$ cat src/hw/rtl/urlpd_pkg.sv
package urlpd_pkg;

    typedef enum logic [2:0] {
        ESC_IDLE = 3'b001,
        ESC_HIGH = 3'b010,
        ESC_LOW  = 3'b100
    } esc_t;

    typedef enum logic [1:0] {
        ERR_NONE     = 2'd0,
        ERR_ENCODING = 2'd1,
        ERR_PATH     = 2'd2
    } err_t;

    localparam logic [7:0] CH_PERCENT = 8'h25;
    localparam logic [7:0] CH_PLUS    = 8'h2B;
    localparam logic [7:0] CH_SPACE   = 8'h20;
    localparam logic [7:0] CH_SLASH   = 8'h2F;
    localparam logic [7:0] CH_DOT     = 8'h2E;

    typedef struct packed {
        logic [7:0] in_byte;
        logic       last_byte;
    } in_t;

    typedef struct packed {
        logic       has_byte;
        logic [7:0] out_byte;
        logic       done_res;
        logic [1:0] status;
    } out_t;

    typedef struct packed {
        esc_t       escape_phase;
        logic [3:0] high_nibble;
        logic       prev_was_dot;
        logic       emitted_any;
        err_t       error_code;
    } scan_t;

    localparam scan_t SCAN_RESET = '{
        escape_phase: ESC_IDLE,
        high_nibble:  4'd0,
        prev_was_dot: 1'b0,
        emitted_any:  1'b0,
        error_code:   ERR_NONE
    };

    // bit 4 set when c is not a hex digit, else bits 3:0 hold its value
    function automatic logic [4:0] hex_digit(input logic [7:0] c);
        logic [4:0] r;
        r = 5'h10;
        if (c >= 8'h30 && c <= 8'h39) begin
            r = {1'b0, 4'(c - 8'h30)};
        end else if (c >= 8'h41 && c <= 8'h46) begin
            r = {1'b0, 4'(c - 8'h41 + 8'd10)};
        end else if (c >= 8'h61 && c <= 8'h66) begin
            r = {1'b0, 4'(c - 8'h61 + 8'd10)};
        end
        return r;
    endfunction

endpackage

$ cat src/hw/rtl/url_percent_decode_path_check_top.sv
// channel | valid     | stall     | payload
// input   | req_valid | req_stall | req (in_byte, last_byte)
// result  | rsp_valid | rsp_stall | rsp (has_byte, out_byte, done_res, status)
//
// one item per cycle while req_stall is low; an item goes to the input register and its
// result to the result register; the single decode step between the two sets that rate
// rst_n clears the valid flags and the scan state; the next byte is taken as a new uri
// an item that gives no result leaves the input register even while rsp_stall is high
// req_stall rises only when the input register holds an item with a result and rsp is full
module url_percent_decode_path_check_top (
    input  logic             clk,
    input  logic             rst_n,
    input  logic             req_valid,
    output logic             req_stall,
    input  urlpd_pkg::in_t   req,
    output logic             rsp_valid,
    input  logic             rsp_stall,
    output urlpd_pkg::out_t  rsp
);
    import urlpd_pkg::*;

    logic   s1_valid_reg;
    logic   s1_valid_next;
    in_t    s1_item_reg;
    in_t    s1_item_next;
    scan_t  state_reg;
    scan_t  state_next;
    logic   rsp_valid_reg;
    logic   rsp_valid_next;
    out_t   rsp_reg;
    out_t   rsp_next;

    scan_t  step_state;
    out_t   step_res;
    logic   step_has_result;
    logic   out_free;
    logic   s1_fire;
    logic   accept;

    urlpd_step u_step (
        .cur        (state_reg),
        .item       (s1_item_reg),
        .nxt        (step_state),
        .res        (step_res),
        .has_result (step_has_result)
    );

    assign out_free  = !rsp_valid_reg || !rsp_stall;
    assign s1_fire   = s1_valid_reg && (!step_has_result || out_free);
    assign req_stall = s1_valid_reg && !s1_fire;
    assign accept    = req_valid && !req_stall;

    always_comb
    begin
        s1_valid_next  = accept || (s1_valid_reg && !s1_fire);
        s1_item_next   = accept ? req : s1_item_reg;
        state_next     = s1_fire ? step_state : state_reg;
        rsp_valid_next = rsp_valid_reg && rsp_stall;
        rsp_next       = rsp_reg;
        if (s1_fire && step_has_result)
        begin
            rsp_valid_next = 1'b1;
            rsp_next       = step_res;
        end
    end

    always_ff @(posedge clk or negedge rst_n)
    begin
        if (!rst_n)
        begin
            s1_valid_reg  <= 1'b0;
            rsp_valid_reg <= 1'b0;
            state_reg     <= SCAN_RESET;
        end
        else
        begin
            s1_valid_reg  <= s1_valid_next;
            rsp_valid_reg <= rsp_valid_next;
            state_reg     <= state_next;
        end
    end

    always_ff @(posedge clk)
    begin
        s1_item_reg <= s1_item_next;
        rsp_reg     <= rsp_next;
    end

    assign rsp_valid = rsp_valid_reg;
    assign rsp       = rsp_reg;

    // bad encoding sticks until the last byte of the uri
    a_enc_sticky: assert property (@(posedge clk) disable iff (!rst_n)
        s1_fire && !s1_item_reg.last_byte && state_reg.error_code == ERR_ENCODING
        |=> state_reg.error_code == ERR_ENCODING)
        else $error("bad encoding cleared before end of uri");

    // the last byte returns the scan state to its reset value
    a_last_resets: assert property (@(posedge clk) disable iff (!rst_n)
        s1_fire && s1_item_reg.last_byte |=> state_reg == SCAN_RESET)
        else $error("scan state not cleared after last byte");

    // no byte is emitted once an error is recorded
    a_no_emit_after_err: assert property (@(posedge clk) disable iff (!rst_n)
        s1_fire && state_reg.error_code != ERR_NONE |=> !rsp_valid_reg || !rsp_reg.has_byte
        || !$changed(rsp_reg) && !$rose(rsp_valid_reg) && $past(rsp_valid_reg))
        else $error("byte emitted after error");

    // status is only reported on the final result
    a_status_on_done: assert property (@(posedge clk) disable iff (!rst_n)
        rsp_valid_reg && !rsp_reg.done_res |-> rsp_reg.status == ERR_NONE)
        else $error("status set on a result that is not final");

    // a result that arrives in the output register came from a fired item
    a_rsp_from_fire: assert property (@(posedge clk) disable iff (!rst_n)
        !rsp_valid_reg |=> !rsp_valid_reg || $past(s1_fire && step_has_result))
        else $error("result appeared without a decoded item");

endmodule

$ cat src/hw/rtl/urlpd_step.sv
module urlpd_step (
    input  urlpd_pkg::scan_t cur,
    input  urlpd_pkg::in_t   item,
    output urlpd_pkg::scan_t nxt,
    output urlpd_pkg::out_t  res,
    output logic             has_result
);
    import urlpd_pkg::*;

    logic [4:0] hv;
    logic       have_dec;
    logic [7:0] dec;
    logic       emit;

    assign hv = hex_digit(item.in_byte);

    always_comb
    begin
        nxt      = cur;
        have_dec = 1'b0;
        dec      = 8'd0;
        emit     = 1'b0;
        res      = '0;

        // after a bad encoding everything up to the last byte is ignored
        if (cur.error_code != ERR_ENCODING)
        begin
            unique case (cur.escape_phase)
                ESC_HIGH:
                begin
                    if (hv[4])
                    begin
                        nxt.error_code   = ERR_ENCODING;
                        nxt.escape_phase = ESC_IDLE;
                    end
                    else
                    begin
                        nxt.high_nibble  = hv[3:0];
                        nxt.escape_phase = ESC_LOW;
                    end
                end
                ESC_LOW:
                begin
                    nxt.escape_phase = ESC_IDLE;
                    if (hv[4])
                    begin
                        nxt.error_code = ERR_ENCODING;
                    end
                    else
                    begin
                        dec      = {cur.high_nibble, hv[3:0]};
                        have_dec = 1'b1;
                    end
                end
                default:
                begin
                    if (item.in_byte == CH_PERCENT)
                    begin
                        nxt.escape_phase = ESC_HIGH;
                    end
                    else if (item.in_byte == CH_PLUS)
                    begin
                        dec      = CH_SPACE;
                        have_dec = 1'b1;
                    end
                    else
                    begin
                        dec      = item.in_byte;
                        have_dec = 1'b1;
                    end
                end
            endcase
        end

        // path rules on the decoded byte
        if (have_dec && nxt.error_code == ERR_NONE)
        begin
            if (!cur.emitted_any && dec != CH_SLASH)
            begin
                nxt.error_code = ERR_PATH;
            end
            else if (dec == CH_DOT && cur.prev_was_dot)
            begin
                nxt.error_code = ERR_PATH;
            end
            else
            begin
                emit             = 1'b1;
                nxt.emitted_any  = 1'b1;
                nxt.prev_was_dot = (dec == CH_DOT);
            end
        end

        res.has_byte = emit;
        res.out_byte = emit ? dec : 8'd0;
        res.done_res = item.last_byte;

        if (item.last_byte)
        begin
            if (nxt.escape_phase != ESC_IDLE)
            begin
                nxt.error_code = ERR_ENCODING;
            end
            if (nxt.error_code == ERR_NONE && !nxt.emitted_any)
            begin
                nxt.error_code = ERR_PATH;
            end
            res.status = nxt.error_code;
            nxt        = SCAN_RESET;
        end

        has_result = emit | item.last_byte;
    end

endmodule
$ cat config.mk
export PLATFORM = sky130hd
export DESIGN_NAME = url_percent_decode_path_check_top
export DESIGN_NICKNAME = d
export VERILOG_FILES = /design/src/hw/rtl/urlpd_pkg.sv /design/src/hw/rtl/url_percent_decode_path_check_top.sv /design/src/hw/rtl/urlpd_step.sv
export SDC_FILE = /design/constraint.sdc
export NUM_CORES = 1
export LEC_CHECK = 0
export ABC_CLOCK_PERIOD_IN_PS = 6100
export BUFFER_PORTS_ARGS = -buffer_cell sky130_fd_sc_hd__buf_2
export CORE_UTILIZATION = 63
export DETAILED_ROUTE_END_ITERATION = 16
export GPL_TIMING_DRIVEN = 0
export PLACE_DENSITY = 0.85
export SKIP_LAST_GASP = 1
export SLEW_MARGIN = 15
export SYNTH_ARGS = -nofsm -noshare
export SYNTH_HDL_FRONTEND = slang
export SYNTH_HIERARCHICAL = 1
export SYNTH_SLANG_ARGS = --single-unit
$ cat constraint.sdc
create_clock -name clk -period 6.1 [get_ports clk]
set_input_delay 0 -clock clk [delete_from_list [all_inputs] [get_ports clk]]
set_output_delay 0 -clock clk [all_outputs]
set_load 0.03 [all_outputs]
# --- Yosys cells after proc, flatten, opt, wreduce, memory -nomap -nowiden ---
# Index checks and enable logic that the tools add are counted.
totals:
  reg_bits: 34
  latch_bits: 0
  input_bits: 13
  word_cells: 103
  mem_bits_ro: 0
  ramBits: 0
  n_memories: 0
classes:
  n_bitwise: 2
  n_eq_ne: 11
  shifts: 0
  add_sub_neg: 5
  mul: 0
  muxes: 34
  n_reduce_logical: 31
  div: 0
  order_cmp: 6
op_table:
  columns: ["cell", "count"]
  rows:
  - ["$mux 8", 4]
  - ["$eq 8x6->1 const B", 3]
  - ["$mux 2", 10]
  - ["$ge 8x7->1 const B", 2]
  - ["$le 8x7->1 const B", 2]
  - ["$pmux 8 s2", 1]
  - ["$mux 5", 3]
  - ["$logic_and 1x1->1", 12]
  - ["$mux 4", 3]
  - ["$sub 4x1->4 const B", 3]
  - ["$mux 11", 1]
  - ["$add 4x4->4 const B", 2]
  - ["$ge 8x6->1 const B", 1]
  - ["$le 8x6->1 const B", 1]
  - ["$ne 8x6->1 const B", 1]
  - ["$reduce_and 4->1", 2]
  - ["$logic_not 1->1", 7]
  - ["$mux 1", 7]
  - ["$mux 7", 1]
  - ["$mux 3", 2]
  - ["$ne 2x2->1 const B", 3]
  - ["$pmux 3 s2", 1]
  - ["$reduce_bool 2->1", 3]
  - ["$logic_not 2->1", 2]
  - ["other kinds (9)", 12]

# --- Depth between registers and ports, before layout ---
logic_depth:
  word_depth: 22
  mapped_depth: 13
  ltp_nobuf: 11

# --- Cells and area by module ---
# Netlist, hierarchy kept.
modules_own_cells:
  columns: ["module", "n_inst", "cells_each", "area_each_um2", "seq_area_each_um2"]
  rows:
  - ["url_percent_decode_path_check_top", 1, 93, 1363.8, 957.2]
  - ["urlpd_step", 1, 142, 968.4, 0.0]

# --- Worst setup path before layout ---
# Ideal clock, no wire load.
synth_path:
  path_kind: "register to register"
  start: "register s1_item_reg[1] (netlist bit)"
  end: "register rsp_reg (netlist bit rsp[0]), enable pin"
  t_arrival_ps: 3198
  t_required_ps: 5715
  setup_slack_ps: 2517
  period_less_slack_ps: 3583
  path_stages_with_launch: 14
  path_buffers: 2
  path_cell_list: "edfxtp_1 -> inv_1 -> ha_1 -> o21bai_1 -> a21o_1 -> a32o_2 -> nor4_4 -> nand2_2 -> o2bb2a_4 -> buf_6 -> nand2_1 -> buf_2 -> nand2_1 -> a21oi_1"
synth_via:
  elab_chain_cells: 18
  elab_cells_between_ends: 45
  classes_between: "add/sub: 5; order compare: 6; eq/ne: 4; mux: 18; bitwise: 1; reduce/logical: 11"
synth_rtl:
  columns: ["item", "line", "text"]
  rows:
  - ["start, declared", "url_percent_decode_path_check_top.sv:24", "in_t s1_item_reg;"]
  - ["start signal, assigned", "url_percent_decode_path_check_top.sv:85", "s1_item_reg <= s1_item_next;"]
  - ["$sub 4x1->4, or another cell as far along", "urlpd_pkg.sv:56, urlpd_pkg.sv:58", null]
  - ["$add 4x4->4 / $logic_and 1x1->1 (equally long branches)", "urlpd_pkg.sv:56, urlpd_pkg.sv:58, urlpd_pkg.sv:57", null]
  - ["$mux 5", "urlpd_pkg.sv:57", "end else if (c >= 8'h61 && c <= 8'h66) begin"]
  - ["$mux 5", "urlpd_pkg.sv:55", "end else if (c >= 8'h41 && c <= 8'h46) begin"]
  - ["$mux 5", "urlpd_pkg.sv:53", "if (c >= 8'h30 && c <= 8'h39) begin"]
  - ["$mux 8", "urlpd_step.sv:45", "if (hv[4])"]
  - ["$pmux 8 s2", "urlpd_step.sv:28", "unique case (cur.escape_phase)"]
  - ["$mux 8", "urlpd_step.sv:26", "if (cur.error_code != ERR_ENCODING)"]
  - ["[3 not listed]", null, null]
  - ["$mux 1", "urlpd_step.sv:78", "if (!cur.emitted_any && dec != CH_SLASH)"]
  - ["$mux 1 *", "urlpd_step.sv:76", "if (have_dec && nxt.error_code == ERR_NONE)"]
  - ["$or 1x1->1 *", "urlpd_step.sv:112", "has_result = emit | item.last_byte;"]
  - ["named net step_has_result", "url_percent_decode_path_check_top.sv:35", "logic step_has_result;"]
  - ["$logic_not 1->1", "url_percent_decode_path_check_top.sv:49", "assign s1_fire = s1_valid_reg && (!step_has_result || out_free);"]
  - ["$logic_or 1x1->1", "url_percent_decode_path_check_top.sv:49", null]
  - ["$logic_and 1x1->1", "url_percent_decode_path_check_top.sv:49", null]
  - ["$logic_and 1x1->1 *", "url_percent_decode_path_check_top.sv:60", "if (s1_fire && step_has_result)"]
  - ["end signal, assigned", "url_percent_decode_path_check_top.sv:86", "rsp_reg <= rsp_next;"]
  - ["end, declared", "url_percent_decode_path_check_top.sv:30", "out_t rsp_reg;"]
# Mark *: on every way through the listed nets, which the timed path passes. The rest lies on a longest branch.
# A chain may end at the register's enable or synchronous reset.

# --- Worst setup path in the final report ---
layout_path:
  start: "register s1_item_reg[1] (netlist bit)"
  end: "register rsp_reg (netlist bit rsp[5]), enable pin"
# Same word-level chain as after synthesis.

==> qor.yml <==
synth:
  syn-num-nets: 251
  synthDistinctLibCells: 59
  synthTopCellsByArea: "edfxtp_1 27%, dfrtp_1 13%, o211ai_2 5.9%"
  syn_avg_cell_area_sq_um: 9.92
  synth_edf_count: 21
  synth_area_sq_um: 2330
  ys_seq_area_frac: 0.410
  synthArstFlopShare: 0.382
  ys.flop_type: "edfxtp_1"
  synth_top_area_frac: 0.270
  synth_top_area_cell: "edfxtp_1"
  syn_inst: 235
  yosysWarnings: 6
  yosys_register_bits: 34
timing:
  setup_violations: 0
  fin_tns_setup_ns: 0
  tightest_slew_ns: 0.684
  max_freq_mhz: 251
  relSlewSlack: 0.544
  timing.final.crit_share: 0.653
  hold-worst-slack_ns: 0.0698
  rsz0062_at_grt: "no"
  finClkSkew_ns: 0.00732
  hold_viol: 0
  finalCriticalPeriod_ns: 3.98
  worst_slack_ns: 2.12
  slew_viol_final: 0
clocking:
  ctsHoldBuffers: 11
  cts_root_buffer: "clkbuf_8"
  htreeDepth: 2
  cts_resized: 0
  cts_setup_buffers: 0
  cts_tree: "done"
  numCtsBuffers: 5
  cts.sinks: 34
  insertion_delay_ns: 0.29
  clkTransAtPathRegs_ns: 0.07
  cts_buffer_depth: 2
setup_path:
  cpPeakStageDelay_ns: 0.52
  critPathKind: "register to register"
  path_max_fanout: 12
  slowest_stage: "a21oi_2"
  required_ns: 6.02
  cpMostUsedCell: "nand2_1"
  crit_path_cell_trace: "inv_1 > ha_1 > o21bai_1 > a21oi_1 > o211ai_2 > a2111oi_4 > nand3_2 > o2bb2a_4 > buf_6 > nand2_1 > buf_2 > nand2_1 > a21oi_2"
  setup.worst_path.end_class: "register"
  worstPathArrival_ns: 3.90
  startpoint_type: "register"
final_layout:
  largest_reg_flops: 12
  num-nets-final: 295
  post-route-util: 0.790
  area_delta_synth_final_pct: 16.6
  diodes: 0
  seqCellArea_sq_um: 957
  drive_above_1_share: 0.293
  fillers: 234
  final_cell_mix: "35 x buf_2, 34 x nand2_1, 21 x edfxtp_1"
  multi_input_area_sq_um: 1230
  final_common_cell: "buf_2"
global_route:
  busiest_layer: "met2"
  track_usage: 0.303
  grt_pass1_wl_microns: 9290
  grt.met3_usage: 0.0602
  grt_max_degree: 14
  grt_overflow: 0
  met2_usage: 0.484
  use_met1: 0.395
  grt_pass1_vias: 1946
  antenna_found_initial: 0
placement:
  portBuffers: 26
  dpl_worst_slack_ns: 1.81
  gp_congestion: 0.893
  place_hpwl_microns: 3800
detailed_routing:
  vias: 2051
  vias_per_cell: 6.29
  drtAntennaViolNets: 0
  routedWlPerCell_microns: 16.9
  drt_first_pass_iters: 5
  drc_errors: 0
  drtIter0Drc: 259
  routed_wl_microns: 5500
floorplan:
  die_h_microns: 62.8
  row_count: 21
  core_sq_um: 3440
  die_w_microns: 62.8
  initial_core_util: 0.678
  design.portCount: 27
  dieArea_sq_um: 3950
power:
  finalPower_mw: 0.554
  p_per_area_nw_per_um2: 204
  p_leak_nw: 1.14
  ir_drop_mv: 0.144
hold_path:
  hold_class: "input port to register"
flow_run:
  cap_violations: 0
run_status:
  status: "finished clean"
cell type report:
type / instances / share of cell area
buffer: 17 / 0.0433
multi-input combinational: 175 / 0.451
timing repair buffer: 37 / 0.0884
clock buffer: 5 / 0.0253
inverter: 9 / 0.0124
tap: 46 / 0.0212
sequential: 34 / 0.352
clock inverter: 3 / 0.00598
final timing paths:
kind	startpoint	endpoint	slack (ns)	cells past startpoint
max	s1_item_reg[1]	rsp[5]	2.12	13
min	rsp_stall	state_reg[0]	0.07	3
max reg2reg	s1_item_reg[1]	rsp[5]	2.12	13
min reg2reg	state_reg[10]	state_reg[10]	0.53	2
max in group asynchronous	rst_n	state_reg[8]	5.70	2
min in group asynchronous	rst_n	state_reg[0]	0.12	2
where the power goes:
part / switching (mW) / internal, mW / leakage [nW] / total, mW
combinational: 0.0737 / 0.0445 / 0.720 / 0.118
clock: 0.0830 / 0.0780 / 0.0416 / 0.161
sequential: 0.0132 / 0.261 / 0.375 / 0.275
total: 0.170 / 0.384 / 1.14 / 0.554
kinds of logic after synthesis:
| family | share of synthesized area |
|---|---|
| simple gates | 0.268 |
| compound gates | 0.226 |
| flops | 0.410 |
| fa+ha+maj | 0.0161 |
| xor+xnor | 0.0107 |
| mux | 0.00429 |
| buf+inv | 0.0649 |
per-stage QoR:
| step | cells | instance area [sq um] |
|---|---|---|
| 6_report | 326 | 2720 |
| 5_1_grt | 326 | 2720 |
| 4_1_cts | 326 | 2720 |
| 3_5_place_dp | 307 | 2520 |
| 3_3_place_gp | 307 | 2520 |
| 2_1_floorplan | 235 | 2330 |
metal layers:
metal  routed length (microns)  share of wire
met5                         0              0
met4                       174          0.032
met3                       363          0.066
met2                      2620           0.48
met1                      2350           0.43
synth_stat cells, types with 4 or more instances:
cell type	n
a211oi_1	4
a21oi_1	15
a21oi_2	4
buf_2	9
dfrtp_1	12
edfxtp_1	21
inv_1	9
nand2_1	34
nand2b_1	12
nand3_1	4
nand4_1	13
nor2_1	13
nor2b_1	6
o211ai_1	4
o211ai_2	11
o21ai_0	6
critical path, delay by kind of cell (launching register included):
family	cells	cell delay, ns
buffers and inverters	3	0.54
adder cells (fa/ha/maj)	1	0.20
AND/OR/NAND/NOR	3	0.44
flip-flops	1	0.51
AO/OA/AOI/OAI	6	1.90
Note: power is estimated with default switching activity, not from simulation.
